$ cat config.mk
export PLATFORM = sky130hd
export DESIGN_NAME = tdpt_divider
export DESIGN_NICKNAME = d
export VERILOG_FILES = /design/src/tdpt_pkg.sv /design/src/tdpt_divider.sv
export SDC_FILE = /design/constraint.sdc
export NUM_CORES = 1
export LEC_CHECK = 0
export BUFFER_PORTS_ARGS = -buffer_cell sky130_fd_sc_hd__buf_4
export CORE_MARGIN = 2
export CORE_UTILIZATION = 36
export CTS_BUF_LIST = sky130_fd_sc_hd__clkbuf_16
export DETAILED_ROUTE_END_ITERATION = 6
export HOLD_SLACK_MARGIN = 0.1
export SYNTH_ARGS = -nofsm -noshare
export SYNTH_HDL_FRONTEND = slang
export SYNTH_SLANG_ARGS = --single-unit
$ cat constraint.sdc
create_clock -name clk -period 7.8 [get_ports clk]
set_clock_uncertainty 0.05 [all_clocks]
set_input_delay 0.39 -clock clk [delete_from_list [all_inputs] [get_ports clk]]
set_output_delay 0.39 -clock clk [all_outputs]
set_load 0.01 [all_outputs]
$ cat src/tdpt_pkg.sv
// Package for the trial division prime test block.
// Holds the value width, stream widths, the controller state type and the divider result type.
// Depends on nothing.
package tdpt_pkg;

    localparam int VALUE_WIDTH = 31;
    localparam int COUNT_WIDTH = $clog2(VALUE_WIDTH);
    localparam int S_TDATA_WIDTH = ((VALUE_WIDTH + 7) / 8) * 8;
    localparam int M_TDATA_WIDTH = 8;

    typedef logic [VALUE_WIDTH-1:0] value_t;

    typedef enum logic [1:0] {
        ST_IDLE,
        ST_DIVIDE,
        ST_FINISH
    } state_t;

    typedef struct packed {
        logic   done;
        value_t quotient;
        value_t remainder;
    } div_result_t;

endpackage

$ cat src/tdpt_divider.sv
// Bit-serial restoring divider for the trial division prime test block.
// Produces one quotient bit per cycle; depends on tdpt_pkg.
module tdpt_divider
    import tdpt_pkg::*;
(
    input  logic        clk,
    input  logic        rst_n,
    input  logic        start,
    input  value_t      dividend,
    input  value_t      divisor,
    output div_result_t result
);

    value_t                 dvd_reg, dvd_next;
    value_t                 dsr_reg, dsr_next;
    value_t                 rem_reg, rem_next;
    value_t                 quo_reg, quo_next;
    logic [COUNT_WIDTH-1:0] cnt_reg, cnt_next;
    logic                   busy_reg, busy_next;
    logic                   done_reg, done_next;

    logic [VALUE_WIDTH:0]   trial;
    logic [VALUE_WIDTH:0]   diff;

    assign trial = {rem_reg, dvd_reg[VALUE_WIDTH-1]};
    assign diff  = trial - {1'b0, dsr_reg};

    always_comb
    begin
        dvd_next  = dvd_reg;
        dsr_next  = dsr_reg;
        rem_next  = rem_reg;
        quo_next  = quo_reg;
        cnt_next  = cnt_reg;
        busy_next = busy_reg;
        done_next = 1'b0;
        if (start)
        begin
            dvd_next  = dividend;
            dsr_next  = divisor;
            rem_next  = '0;
            quo_next  = '0;
            cnt_next  = COUNT_WIDTH'(VALUE_WIDTH - 1);
            busy_next = 1'b1;
        end
        else if (busy_reg)
        begin
            dvd_next = {dvd_reg[VALUE_WIDTH-2:0], 1'b0};
            if (diff[VALUE_WIDTH])
            begin
                rem_next = trial[VALUE_WIDTH-1:0];
                quo_next = {quo_reg[VALUE_WIDTH-2:0], 1'b0};
            end
            else
            begin
                rem_next = diff[VALUE_WIDTH-1:0];
                quo_next = {quo_reg[VALUE_WIDTH-2:0], 1'b1};
            end
            cnt_next = cnt_reg - 1'b1;
            if (cnt_reg == '0)
            begin
                busy_next = 1'b0;
                done_next = 1'b1;
            end
        end
    end

    always_ff @(posedge clk or negedge rst_n)
    begin
        if (!rst_n)
        begin
            busy_reg <= 1'b0;
            done_reg <= 1'b0;
            cnt_reg  <= '0;
        end
        else
        begin
            busy_reg <= busy_next;
            done_reg <= done_next;
            cnt_reg  <= cnt_next;
        end
    end

    always_ff @(posedge clk)
    begin
        dvd_reg <= dvd_next;
        dsr_reg <= dsr_next;
        rem_reg <= rem_next;
        quo_reg <= quo_next;
    end

    assign result.done      = done_reg;
    assign result.quotient  = quo_reg;
    assign result.remainder = rem_reg;

endmodule

==> results.txt <==
For this design, the CTS-stage hold fixing added 32 buffers. For the reported leakage power, the log shows 4.038 nW. The tools report the number of clock buffers inserted by TritonCTS as 17. The normalized max-slew margin is 0.4422. Yosys mapped the design onto 68 distinct sky130hd cell types. Once detail routing completed, the nets flagged for antenna violations numbered 0. The run gives 0.1344 mV as the worst ir drop on vdd. The path class of the tightest hold or removal check is input pin to register. The initialized floorplan defines 51 standard-cell rows. The number of antenna violations at the first check in global routing came out at 0.

The tools report the initial cell density of the core as 0.3643. The synthesis-to-layout area growth is 28.44%, and the number of top-level design ports is 128. The worst setup path is launched from a register. The run gives 0 as the count of endpoints failing hold in the final timing report.

The pre-antenna-repair detailed-routing pass consisted of 5 iterations. The run gives 131 as the TritonCTS sink count. After detailed routing, the average wire length per cell comes to 14.56 µm.

Setup repair after global routing left no endpoint under its margin. The floorplan step defined a core boundary enclosing 0.01933 mm². Clock tree synthesis selected as its root buffer the cell clkbuf_16.

The run gives 0 as the number of warnings printed during yosys synthesis. The fraction of final layout cells sized beyond drive strength 1 was 0.2540. The first global-routing pass estimated 25660 µm of wire. Clock latency on the worst-skew pair, taken at its later pin, is 0.43 ns. The total inserted antenna cells came out at 0.

In this run the deepest clock path goes through 2 buffers. Post-CTS timing repair inserted 0 buffers for setup. Dividing total power by cell area gives a power density of 193.6 mW/mm². The arrival time at the worst endpoint was 3.73 ns.

Detailed routing inserted a total of 5343 vias. The final design utilization was 0.4679; the gate count of the mapped netlist was 662. The tools report the sum of negative setup slack as 0 ns. The layout has 1818 filler cells. The launch instance of the worst min-delay path was dividend[0].

The tools report the total power consumption of the routed design as 1.751 mW. The run gives 4 as the total number of H-tree levels. Classification of the worst setup path: register to register. The run gives 0 as the number of max-cap violations.

At the end of routability-driven placement, the weighted congestion stood at 0.8657. After detailed routing, the number of remaining DRC violations is 0. The sum of net half-perimeters after detailed placement was 10880 µm.

The tools report the sort of element at the end of the critical path as a register. Entering global routing, the biggest net connects 77 pins. Startpoint of the worst setup timing path: dsr_reg[20]. The flow ran to the end, and the final reports show no timing, DRC or antenna violations. For this run, the top clock speed supported by timing is 287.7 MHz. Dividing the synthesized area by the synthesized cell count gives 10.64 µm².

The final critical-path share of the clock period is 0.4456, and the worst-path maximum fanout is 18. The area of the die is 0.02070 mm². The synthesized netlist occupies a cell area of 0.007044 mm². The final setup violation count is 0.

Number of I/O port buffers: 127. The tightest hold margin was 0.1953 ns; the number of synthesized flops with an enable pin was 62. The global routing usage summed across all routing layers was 0.1565; the overall die height was 143.9 µm. TritonCTS built the clock tree.

For this run, the post-layout net count is 905. The most used flip-flop cell after synthesis was edfxtp_1. The startpoint identified for the worst register-to-register timing path is dsr_reg[20]. After clock tree synthesis, the clock-pin slew on the worst setup and hold paths is 0.07 ns. The slack of the worst reg-to-reg path is 4.32 ns.

The synthesized design contains 131 register bits. After detailed routing, the total wire length is 15780 µm. The first routing iteration left 315 violations.

The via-per-instance ratio was 4.929; the final critical-path required period was 3.476 ns. Share of async-settable or async-resettable flops after synthesis: 0.05344. In this run the horizontal extent of the chip is 143.9 µm.

For the pin with the worst max-slew slack, the measured transition is 0.8368 ns. The sequential fraction of the synthesis area came out at 0.4654. Counting every net in the synthesized netlist gives 761. The remaining global-route overflow came out at 0.

The run gives 5242 as the via count of the first global-routing pass. Post-CTS resize count: 0. The required time of the critical path is 8.06 ns, and the number of pins with negative max-slew slack in the final report is 0.
cells in the mapped netlist (all sizes together) (3+ instances only):
| cell | instances | area, µm² |
|---|---|---|
| o21ai | 24 | 123.9 |
| nor2b | 3 | 18.77 |
| edfxtp | 62 | 1862 |
| nor3 | 7 | 40.04 |
| buf | 17 | 181.4 |
| nor2 | 81 | 304.0 |
| xor2 | 10 | 87.58 |
| dfxtp | 62 | 1241 |
| nor3b | 4 | 30.03 |
| mux2i | 58 | 580.6 |
| o21a | 5 | 37.54 |
| clkbuf | 20 | 76.32 |
| a31oi | 12 | 75.07 |
| inv | 37 | 138.9 |
| and3 | 6 | 37.54 |
| nand4 | 5 | 37.53 |
| xnor2 | 24 | 229.0 |
| nand2 | 34 | 150.1 |
| dfrtp | 7 | 175.2 |
| o2111ai | 3 | 26.28 |
| ha | 33 | 412.9 |
| a21oi | 27 | 138.9 |
| nand3 | 10 | 55.05 |
| a21o | 11 | 83.83 |
| mux2 | 30 | 337.8 |
| o21bai | 3 | 22.52 |
| and2 | 4 | 28.78 |
| a211oi | 30 | 225.2 |
| nand2b | 6 | 37.54 |
worst max-delay path, stage by stage (launching register included):
cell and delay, ns:
edfxtp_1 0.32, inv_1 0.04, ha_1 0.47, nand4_2 0.17
or3_1 0.41, nor3_2 0.14, o21ai_1 0.11, nand3_2 0.11
nand2_4 0.08, xnor2_4 0.62, buf_4 0.43, nor3_1 0.10
a211o_1 0.30
layout by cell type, fill, tap and decap left out, types with 7 or more instances in the layout:
cell type	Yosys	routed
a211oi_1	30	30
a21o_1	10	10
a21oi_1	26	26
a31oi_1	12	12
buf_4	5	131
clkbuf_16	0	17
clkinv_8	0	7
dfxtp_1	62	62
dlygate4sd3_1	1	32
edfxtp_1	62	62
ha_1	33	33
inv_1	37	37
mux2_2	30	30
mux2i_1	58	58
nand2_1	31	31
nand3_1	9	9
nor2_1	81	81
o21ai_0	18	18
xnor2_1	23	23
xor2_1	10	10
layer usage:
metal	part of all wire	vias up	GRT usage
met5	0	-	0
met4	0.011	0	0.05315
met3	0.080	12	0.05631
met2	0.45	164	0.2409
met1	0.46	2496	0.2036
li1	-	2671	-
final cells by class:
type	count	area [µm²]	area share
Inverter	37	138.9	0.01535
Sequential cell	131	3282	0.3627
Clock inverter	15	206.4	0.02282
Timing Repair Buffer	163	1304	0.1441
Tap cell	265	331.6	0.03665
Multi-Input combinational cell	456	3359	0.3713
Clock buffer	17	425.4	0.04702
per-stage QoR:
step,setup slack [ns],instance area (µm²),std cells
after global placement,4.407,8095,1020
after global routing,4.078,9047,1084
after detailed placement,4.354,8095,1020
after floorplan,5.001,7044,662
final,4.324,9047,1084
after CTS,4.296,9047,1084
report_power, final:
part           switching [mW]  internal, mW  leakage (nW)
combinational          0.0750        0.0814          2.53
sequential             0.0113         0.756          1.21
clock                   0.385         0.443         0.304
total                   0.471          1.28          4.04
worst paths after layout:
kind                               end  cells past startpoint
min in group asynchronous   cnt_reg[0]                      2
max                         rem_reg[8]                     12
min reg2reg                quo_reg[30]                      2
max reg2reg                 rem_reg[8]                     12
min                         dvd_reg[0]                      2
max in group asynchronous     busy_reg                      2
cell families (layout without fill, tap and decap cells):
logic type | count (synthesis) | count (layout) | share of synthesized area
simple gates | 169 | 169 | 0.1160
fa+ha+maj | 34 | 34 | 0.06146
flops | 131 | 131 | 0.4654
xor+xnor | 34 | 34 | 0.04494
mux | 88 | 88 | 0.1304
compound gates | 131 | 131 | 0.1242
buf+inv | 75 | 232 | 0.05773
(Power assumes the default switching activity.)
